<file path="src/design/eig2_pkg.sv">
package eig2_pkg;

    localparam int ENTRY_WIDTH = 16;
    localparam int OUT_WIDTH   = 20;
    localparam int OUT_MIN     = -(2 ** (OUT_WIDTH - 1));
    localparam int OUT_MAX     = (2 ** (OUT_WIDTH - 1)) - 1;

    localparam int TR_W   = ENTRY_WIDTH + 1;
    localparam int PROD_W = 2 * ENTRY_WIDTH + 2;
    localparam int BC_W   = 2 * ENTRY_WIDTH;
    localparam int DISC_W = 2 * ENTRY_WIDTH + 3;
    localparam int MAG_W  = 2 * ENTRY_WIDTH + 2;
    localparam int ROOT_W = ENTRY_WIDTH + 1;
    localparam int REM_W  = ENTRY_WIDTH + 4;
    localparam int SUM_W  = ENTRY_WIDTH + 3;
    localparam int CMP_W  = ((SUM_W > OUT_WIDTH) ? SUM_W : OUT_WIDTH) + 1;
    localparam int N_CELLS = MAG_W / 2;

    typedef struct packed {
        logic signed [ENTRY_WIDTH-1:0] entry_a;
        logic signed [ENTRY_WIDTH-1:0] entry_b;
        logic signed [ENTRY_WIDTH-1:0] entry_c;
        logic signed [ENTRY_WIDTH-1:0] entry_d;
    } t_in_word;

    typedef struct packed {
        logic signed [OUT_WIDTH-1:0] first_value;
        logic signed [OUT_WIDTH-1:0] second_value;
        logic                        is_real;
    } t_out_word;

    typedef struct packed {
        logic [REM_W-1:0]         rem;
        logic [ROOT_W-1:0]        root;
        logic [MAG_W-1:0]         rad;
        logic signed [TR_W-1:0]   tr;
        logic                     is_real;
    } t_sqrt_word;

    function automatic logic signed [OUT_WIDTH-1:0] sat_out(
        input logic signed [SUM_W-1:0] v
    );
        logic signed [CMP_W-1:0] x;
        logic signed [CMP_W-1:0] lo;
        logic signed [CMP_W-1:0] hi;
        x  = CMP_W'(v);
        lo = CMP_W'(OUT_MIN);
        hi = CMP_W'(OUT_MAX);
        if (x < lo) begin
            x = lo;
        end else if (x > hi) begin
            x = hi;
        end
        return OUT_WIDTH'(x);
    endfunction

endpackage

</file>
<file path="src/design/eig2_front.sv">
module eig2_front (
    input  logic                  i_clk,
    input  logic                  i_rst_n,
    input  logic                  i_valid,
    output logic                  o_ready,
    input  eig2_pkg::t_in_word    i_word,
    output logic                  o_valid,
    input  logic                  i_ready,
    output eig2_pkg::t_sqrt_word  o_word
);
    import eig2_pkg::*;

    // stage 1: difference and trace
    logic                     r_v1;
    logic signed [TR_W-1:0]   r_da;
    logic signed [TR_W-1:0]   r_tr1;
    logic signed [ENTRY_WIDTH-1:0] r_b1;
    logic signed [ENTRY_WIDTH-1:0] r_c1;
    // stage 2: products
    logic                     r_v2;
    logic signed [PROD_W-1:0] r_p;
    logic signed [BC_W-1:0]   r_bc;
    logic signed [TR_W-1:0]   r_tr2;
    // stage 3: discriminant
    logic                     r_v3;
    logic signed [DISC_W-1:0] r_disc;
    logic signed [TR_W-1:0]   r_tr3;
    // stage 4: magnitude
    logic                     r_v4;
    t_sqrt_word               r_out;

    logic rdy1, rdy2, rdy3, rdy4;
    logic signed [PROD_W-1:0] n_p;
    logic signed [BC_W-1:0]   n_bc;
    logic signed [DISC_W-1:0] n_disc;
    logic signed [DISC_W-1:0] neg_disc;

    assign rdy4 = !r_v4 || i_ready;
    assign rdy3 = !r_v3 || rdy4;
    assign rdy2 = !r_v2 || rdy3;
    assign rdy1 = !r_v1 || rdy2;
    assign o_ready = rdy1;

    assign n_p      = PROD_W'(r_da) * PROD_W'(r_da);
    assign n_bc     = BC_W'(r_b1) * BC_W'(r_c1);
    assign n_disc   = DISC_W'(r_p) + (DISC_W'(r_bc) <<< 2);
    assign neg_disc = -r_disc;

    always_ff @(posedge i_clk) begin
        if (!i_rst_n) begin
            r_v1 <= 1'b0;
            r_v2 <= 1'b0;
            r_v3 <= 1'b0;
            r_v4 <= 1'b0;
        end else begin
            if (rdy1) r_v1 <= i_valid;
            if (rdy2) r_v2 <= r_v1;
            if (rdy3) r_v3 <= r_v2;
            if (rdy4) r_v4 <= r_v3;
        end
    end

    always_ff @(posedge i_clk) begin
        if (rdy1 && i_valid) begin
            r_da  <= TR_W'(i_word.entry_a) - TR_W'(i_word.entry_d);
            r_tr1 <= TR_W'(i_word.entry_a) + TR_W'(i_word.entry_d);
            r_b1  <= i_word.entry_b;
            r_c1  <= i_word.entry_c;
        end
        if (rdy2 && r_v1) begin
            r_p   <= n_p;
            r_bc  <= n_bc;
            r_tr2 <= r_tr1;
        end
        if (rdy3 && r_v2) begin
            r_disc <= n_disc;
            r_tr3  <= r_tr2;
        end
        if (rdy4 && r_v3) begin
            r_out.rem     <= '0;
            r_out.root    <= '0;
            r_out.rad     <= r_disc[DISC_W-1] ? MAG_W'(neg_disc) : MAG_W'(r_disc);
            r_out.tr      <= r_tr3;
            r_out.is_real <= !r_disc[DISC_W-1];
        end
    end

    assign o_valid = r_v4;
    assign o_word  = r_out;

endmodule

</file>
<file path="src/design/eig2_sqrt_cell.sv">
module eig2_sqrt_cell (
    input  logic                  i_clk,
    input  logic                  i_rst_n,
    input  logic                  i_valid,
    output logic                  o_ready,
    input  eig2_pkg::t_sqrt_word  i_word,
    output logic                  o_valid,
    input  logic                  i_ready,
    output eig2_pkg::t_sqrt_word  o_word
);
    import eig2_pkg::*;

    logic             r_valid;
    t_sqrt_word       r_word;
    t_sqrt_word       n_word;
    logic [REM_W-1:0] cand;
    logic [REM_W-1:0] trial;
    logic             take;

    assign o_ready = !r_valid || i_ready;

    // one root bit: bring down two radicand bits, try root*4+1
    assign cand  = {i_word.rem[REM_W-3:0], i_word.rad[MAG_W-1 -: 2]};
    assign trial = {1'b0, i_word.root, 2'b01};
    assign take  = cand >= trial;

    always_comb begin
        n_word      = i_word;
        n_word.rad  = {i_word.rad[MAG_W-3:0], 2'b00};
        n_word.rem  = take ? (cand - trial) : cand;
        n_word.root = {i_word.root[ROOT_W-2:0], take};
    end

    always_ff @(posedge i_clk) begin
        if (!i_rst_n) begin
            r_valid <= 1'b0;
        end else if (o_ready) begin
            r_valid <= i_valid;
        end
    end

    always_ff @(posedge i_clk) begin
        if (o_ready && i_valid) begin
            r_word <= n_word;
        end
    end

    assign o_valid = r_valid;
    assign o_word  = r_word;

endmodule

</file>
<file path="src/design/eig2_back.sv">
module eig2_back (
    input  logic                  i_clk,
    input  logic                  i_rst_n,
    input  logic                  i_valid,
    output logic                  o_ready,
    input  eig2_pkg::t_sqrt_word  i_word,
    output logic                  o_valid,
    input  logic                  i_ready,
    output eig2_pkg::t_out_word   o_word
);
    import eig2_pkg::*;

    logic                    r_valid;
    t_out_word               r_word;
    t_out_word               n_word;
    logic signed [SUM_W-1:0] tr_ext;
    logic signed [SUM_W-1:0] s_ext;
    logic signed [SUM_W-1:0] sum_hi;
    logic signed [SUM_W-1:0] sum_lo;

    assign o_ready = !r_valid || i_ready;

    assign tr_ext = SUM_W'(i_word.tr);
    assign s_ext  = $signed(SUM_W'(i_word.root));
    assign sum_hi = tr_ext + s_ext;
    assign sum_lo = tr_ext - s_ext;

    always_comb begin
        n_word.is_real = i_word.is_real;
        if (i_word.is_real) begin
            n_word.first_value  = sat_out(sum_hi >>> 1);
            n_word.second_value = sat_out(sum_lo >>> 1);
        end else begin
            n_word.first_value  = sat_out(tr_ext >>> 1);
            n_word.second_value = sat_out(s_ext >>> 1);
        end
    end

    always_ff @(posedge i_clk) begin
        if (!i_rst_n) begin
            r_valid <= 1'b0;
        end else if (o_ready) begin
            r_valid <= i_valid;
        end
    end

    always_ff @(posedge i_clk) begin
        if (o_ready && i_valid) begin
            r_word <= n_word;
        end
    end

    assign o_valid = r_valid;
    assign o_word  = r_word;

endmodule

</file>
<file path="src/design/eigenvalues_2x2.sv">
// Eigenvalues of a 2x2 matrix [a b; c d], entries signed Q8.8.
// Input channel: i_valid / o_ready carry one word with the four entries.
// Output channel: o_valid / i_ready carry one word with first_value and
// second_value (signed Q11.8) and is_real. Real roots come larger first;
// a complex pair comes as real part and nonnegative imaginary part.
// The pipeline has four front stages (difference and trace, the two
// products, discriminant, magnitude), one square-root cell per root bit,
// and the output register.
// Throughput is one word per cycle; every stage is a register with its own
// valid bit, so a new word enters each cycle while the chain keeps moving.
// When the receiver stalls, words pile up into empty stages; o_ready drops
// only once every stage holds a word. The output word holds steady until
// taken. Synchronous reset empties all stages; no word is lost or created
// outside of reset.
module eigenvalues_2x2 (
    input  logic                 i_clk,
    input  logic                 i_rst_n,
    input  logic                 i_valid,
    output logic                 o_ready,
    input  eig2_pkg::t_in_word   i_word,
    output logic                 o_valid,
    input  logic                 i_ready,
    output eig2_pkg::t_out_word  o_word
);
    import eig2_pkg::*;

    logic       chain_valid [N_CELLS+1];
    logic       chain_ready [N_CELLS+1];
    t_sqrt_word chain_word  [N_CELLS+1];

    eig2_front u_front (
        .i_clk   (i_clk),
        .i_rst_n (i_rst_n),
        .i_valid (i_valid),
        .o_ready (o_ready),
        .i_word  (i_word),
        .o_valid (chain_valid[0]),
        .i_ready (chain_ready[0]),
        .o_word  (chain_word[0])
    );

    for (genvar k = 0; k < N_CELLS; k++) begin : g_cell
        eig2_sqrt_cell u_cell (
            .i_clk   (i_clk),
            .i_rst_n (i_rst_n),
            .i_valid (chain_valid[k]),
            .o_ready (chain_ready[k]),
            .i_word  (chain_word[k]),
            .o_valid (chain_valid[k+1]),
            .i_ready (chain_ready[k+1]),
            .o_word  (chain_word[k+1])
        );
    end

    eig2_back u_back (
        .i_clk   (i_clk),
        .i_rst_n (i_rst_n),
        .i_valid (chain_valid[N_CELLS]),
        .o_ready (chain_ready[N_CELLS]),
        .i_word  (chain_word[N_CELLS]),
        .o_valid (o_valid),
        .i_ready (i_ready),
        .o_word  (o_word)
    );

endmodule

</file>
<file path="config.mk">
export PLATFORM = sky130hd
export DESIGN_NAME = eigenvalues_2x2
export DESIGN_NICKNAME = d
export VERILOG_FILES = /design/src/design/eig2_pkg.sv /design/src/design/eig2_front.sv /design/src/design/eig2_sqrt_cell.sv /design/src/design/eig2_back.sv /design/src/design/eigenvalues_2x2.sv
export SDC_FILE = /design/constraint.sdc
export NUM_CORES = 2
export LEC_CHECK = 0
export BUFFER_PORTS_ARGS = -buffer_cell sky130_fd_sc_hd__buf_2
export CAP_MARGIN = 25
export CORE_MARGIN = 3
export CORE_UTILIZATION = 35
export CTS_CLUSTER_SIZE = 14
export DETAILED_ROUTE_END_ITERATION = 16
export SLEW_MARGIN = 20
export SYNTH_ARGS = -nofsm -noshare
export SYNTH_HDL_FRONTEND = slang
export SYNTH_SLANG_ARGS = --single-unit
</file>
<file path="constraint.sdc">
create_clock -name i_clk -period 30 [get_ports i_clk]
set_clock_uncertainty 0.05 [all_clocks]
set_input_delay 7.5 -clock i_clk [delete_from_list [all_inputs] [get_ports i_clk]]
set_output_delay 7.5 -clock i_clk [all_outputs]
set_load 0.005 [all_outputs]
</file>
==> reports/results.tsv <==
stage	metric	value	unit
place	post-place-ws	12120	ps
yosys	synth_edf_count	1269	
drt	num_vias	43031	
drt	initialDrtViolationCount	2358	
sta	final.setup.tns	0	ps
yosys	synth_top_family_by_area	adder cells	
final_layout	fillerInstances	20106	
setup_path	cp.required	22450	ps
drt	drt_first_pass_iters	7	
sta	worst_pin_slew	1040	ps
yosys	synth_seq_area_share	51.3	%
global_routing	grt_max_degree	67	
drt	vias_per_cell	4.71	
hold_path	min_path_type	flop to flop	
yosys	synth-xor-area-share	4.40	%
clocking	clk_pin_slew	60	ps
clocking	cts_max_level	4	
global_routing	grt_pass1_wl	229000	um
yosys	muxShareOfSynthArea	0.798	%
clocking	clock_path_buffers	3	
drt	drc	0	
yosys	netlist_instances	6037	
global_routing	grt_pass1_vias	44888	
place	portBuffers	110	
yosys	yosys.area_share.adder	21.6	%
sta	period_share	59.3	%
sta	fmax	0.0562	GHz
sta	layout_min_cycle_time	17800	ps
yosys	synth_warnings	0	
clocking	root_buffer	clkbuf_16	
sta	drv_slew	0	
yosys	synthSimpleGateAreaFrac	9.16	%
floorplan	start_util	35.3	%
floorplan	coreArea	0.213	sq mm
flow_run	maxCapViolCount	0	
floorplan	dieArea	0.220	sq mm
yosys	synth_most_common_cell	edfxtp_1	
clocking	clkSinkCount	1291	
yosys	synth_cell_types	80	
sta	hold_violations	0	
yosys	synth-async-reset-ratio	0	%
clocking	postCtsSetupRepairBufs	0	
yosys	synth-seq-cells	1291	
sta	relSlewSlack	30.7	%
final_layout	finish.net_count	7249	
place	dp_hpwl	105000	um
setup_path	cp-end-kind	output port	
sta	setup_violations	0	
setup_path	crit_fanout	6	
floorplan	die_width	469	um
global_routing	antenna_found_initial	5	
place	dp.cells	8889	
yosys	synthFlopType	edfxtp_1	
yosys	mappedNetlistArea	0.0751	sq mm
sta	rsz0062_at_grt	false	
clocking	ctsResizeCount	0	
yosys	synth_top_cell_area_share	50.8	%
sta	setup_ws	12200	ps
yosys	syn_area_per_cell	12.4	sq um
yosys	synth_compound_area_share	7.13	%
clocking	worstSkewPairLatency	740	ps
yosys	syn_nets	7082	
final_layout	n_antenna_cell	0	
floorplan	die_h	469	um
outcome	status	finished clean	
setup_path	cp-start-kind	input pin	
clocking	cts_tree	yes	
drt	routedWlPerCell	15.1	um
final_layout	layout-drive-gt1-share	7.02	%
final_layout	layout.cells.non_filler	9131	
yosys	yosys-top-cells-count	1269 x edfxtp_1, 989 x inv_1, 534 x fa_1, 443 x ha_1, 421 x nand2_1	
yosys	yosysTopAreaCell	edfxtp_1	
yosys	yosys-top-cells-area	edfxtp_1 51%, fa_1 14%, ha_1 7.4%, inv_1 4.9%, xnor2_1 2.8%	
setup_path	crit_type	input pin to output port	
floorplan	io_pins	111	
global_routing	grtUsageTotal	12.8	%
clocking	hold_buffers	0	
place	place_congestion	0.878	
floorplan	fp-row-count	169	
global_routing	gr-total-overflow	0	
setup_path	arrival	10250	ps
drt	drt_wl_total	138000	um
final_layout	area_delta_synth_final	11.4	%
clocking	cts-buffers-inserted	133	
drt	ant_nets	0	
final timing paths:
check | start | to | slack, ps | cells after the start
setup / recovery | i_ready | o_ready | 12200 | 10
hold reg to reg | g_cell[9].u_cell.o_word[49]$_DFFE_PP_ | g_cell[10].u_cell.o_word[51]$_DFFE_PP_ | 350 | 0
setup reg to reg | u_front.r_da[1]$_DFFE_PP_ | u_front.r_p[30]$_DFFE_PP_ | 22370 | 21
hold / removal | g_cell[9].u_cell.o_word[49]$_DFFE_PP_ | g_cell[10].u_cell.o_word[51]$_DFFE_PP_ | 350 | 0
logic make-up (layout without fill, tap and decap cells):
kind of cell	Yosys count	after routing
compound gates	843	843
xor+xnor	377	377
fa+ha+maj	977	977
buf+inv	1105	1378
flops	1291	1291
mux	55	55
other cells	1	1
simple gates	1388	1388
layer usage:
| metal | global-route usage (%) | vias up | wire length [um] |
|---|---|---|---|
| li1 | - | 20979 | - |
| met1 | 15.7 | 21130 | 58600 |
| met2 | 23.2 | 703 | 71400 |
| met3 | 2.25 | 213 | 5270 |
| met4 | 3.08 | 6 | 2790 |
| met5 | 0 | - | 38 |
worst max-delay path: stages:
cell	delay (ps)
buf_2	110
nand2b_1	200
nor4_1	430
buf_4	240
and3_1	330
nand2_1	130
nor2_1	420
and4_1	520
nand3_1	190
buf_2	160
stage by stage:
step / hold WS, ps / area (sq um) / utilization (%)
6_report: 349 / 83600 / 39.3
5_1_grt: 350 / 83600 / 39.3
4_1_cts: 341 / 83600 / 39.3
3_5_place_dp: 355 / 79200 / 37.2
3_3_place_gp: 350 / 79200 / 37.2
2_1_floorplan: 350 / 75100 / -
sequential cells by signal, summed over array words and instances (netlist names), 32 cells and up:
register and count:
g_cell.u_cell.o_word 983, u_front.r_p 32, u_front.o_word 51, u_front.r_disc 33, u_front.r_bc 32, u_back.o_word 39
cell type report:
type / count / area (sq um) / share of cell area [%]
Timing Repair Buffer: 146 / 845 / 1.01
Tap cell: 2821 / 3530 / 4.22
Multi-Input combinational cell: 3641 / 32600 / 39.0
Clock buffer: 158 / 3470 / 4.16
Sequential cell: 1291 / 38500 / 46.1
Clock inverter: 83 / 891 / 1.07
Inverter: 991 / 3720 / 4.45
cell usage in the layout (no fill, tap or decap), types with 16 or more instances in the layout:
| master | count |
|---|---|
| a211oi_1 | 37 |
| a21boi_0 | 16 |
| a21o_1 | 65 |
| a21oi_1 | 242 |
| a31oi_1 | 19 |
| and2_1 | 191 |
| and3_1 | 26 |
| buf_2 | 110 |
| buf_4 | 34 |
| clkbuf_1 | 21 |
| clkbuf_16 | 134 |
| clkinv_1 | 24 |
| clkinv_2 | 20 |
| dfxtp_1 | 22 |
| edfxtp_1 | 1269 |
| fa_1 | 534 |
| ha_1 | 443 |
| inv_1 | 989 |
| mux2_2 | 39 |
| mux2i_1 | 16 |
| nand2_1 | 421 |
| nand2b_1 | 51 |
| nand3_1 | 72 |
| nand4_1 | 28 |
| nor2_1 | 276 |
| nor2b_1 | 60 |
| nor3_1 | 105 |
| nor4_1 | 31 |
| o21a_1 | 71 |
| o21ai_0 | 194 |
| o21bai_1 | 18 |
| o31ai_1 | 42 |
| or3_1 | 25 |
| or4_1 | 20 |
| xnor2_1 | 241 |
| xor2_1 | 136 |
Power is not shown: default switching activity piles up to over one toggle a cycle in this logic, so the estimate is an artifact.
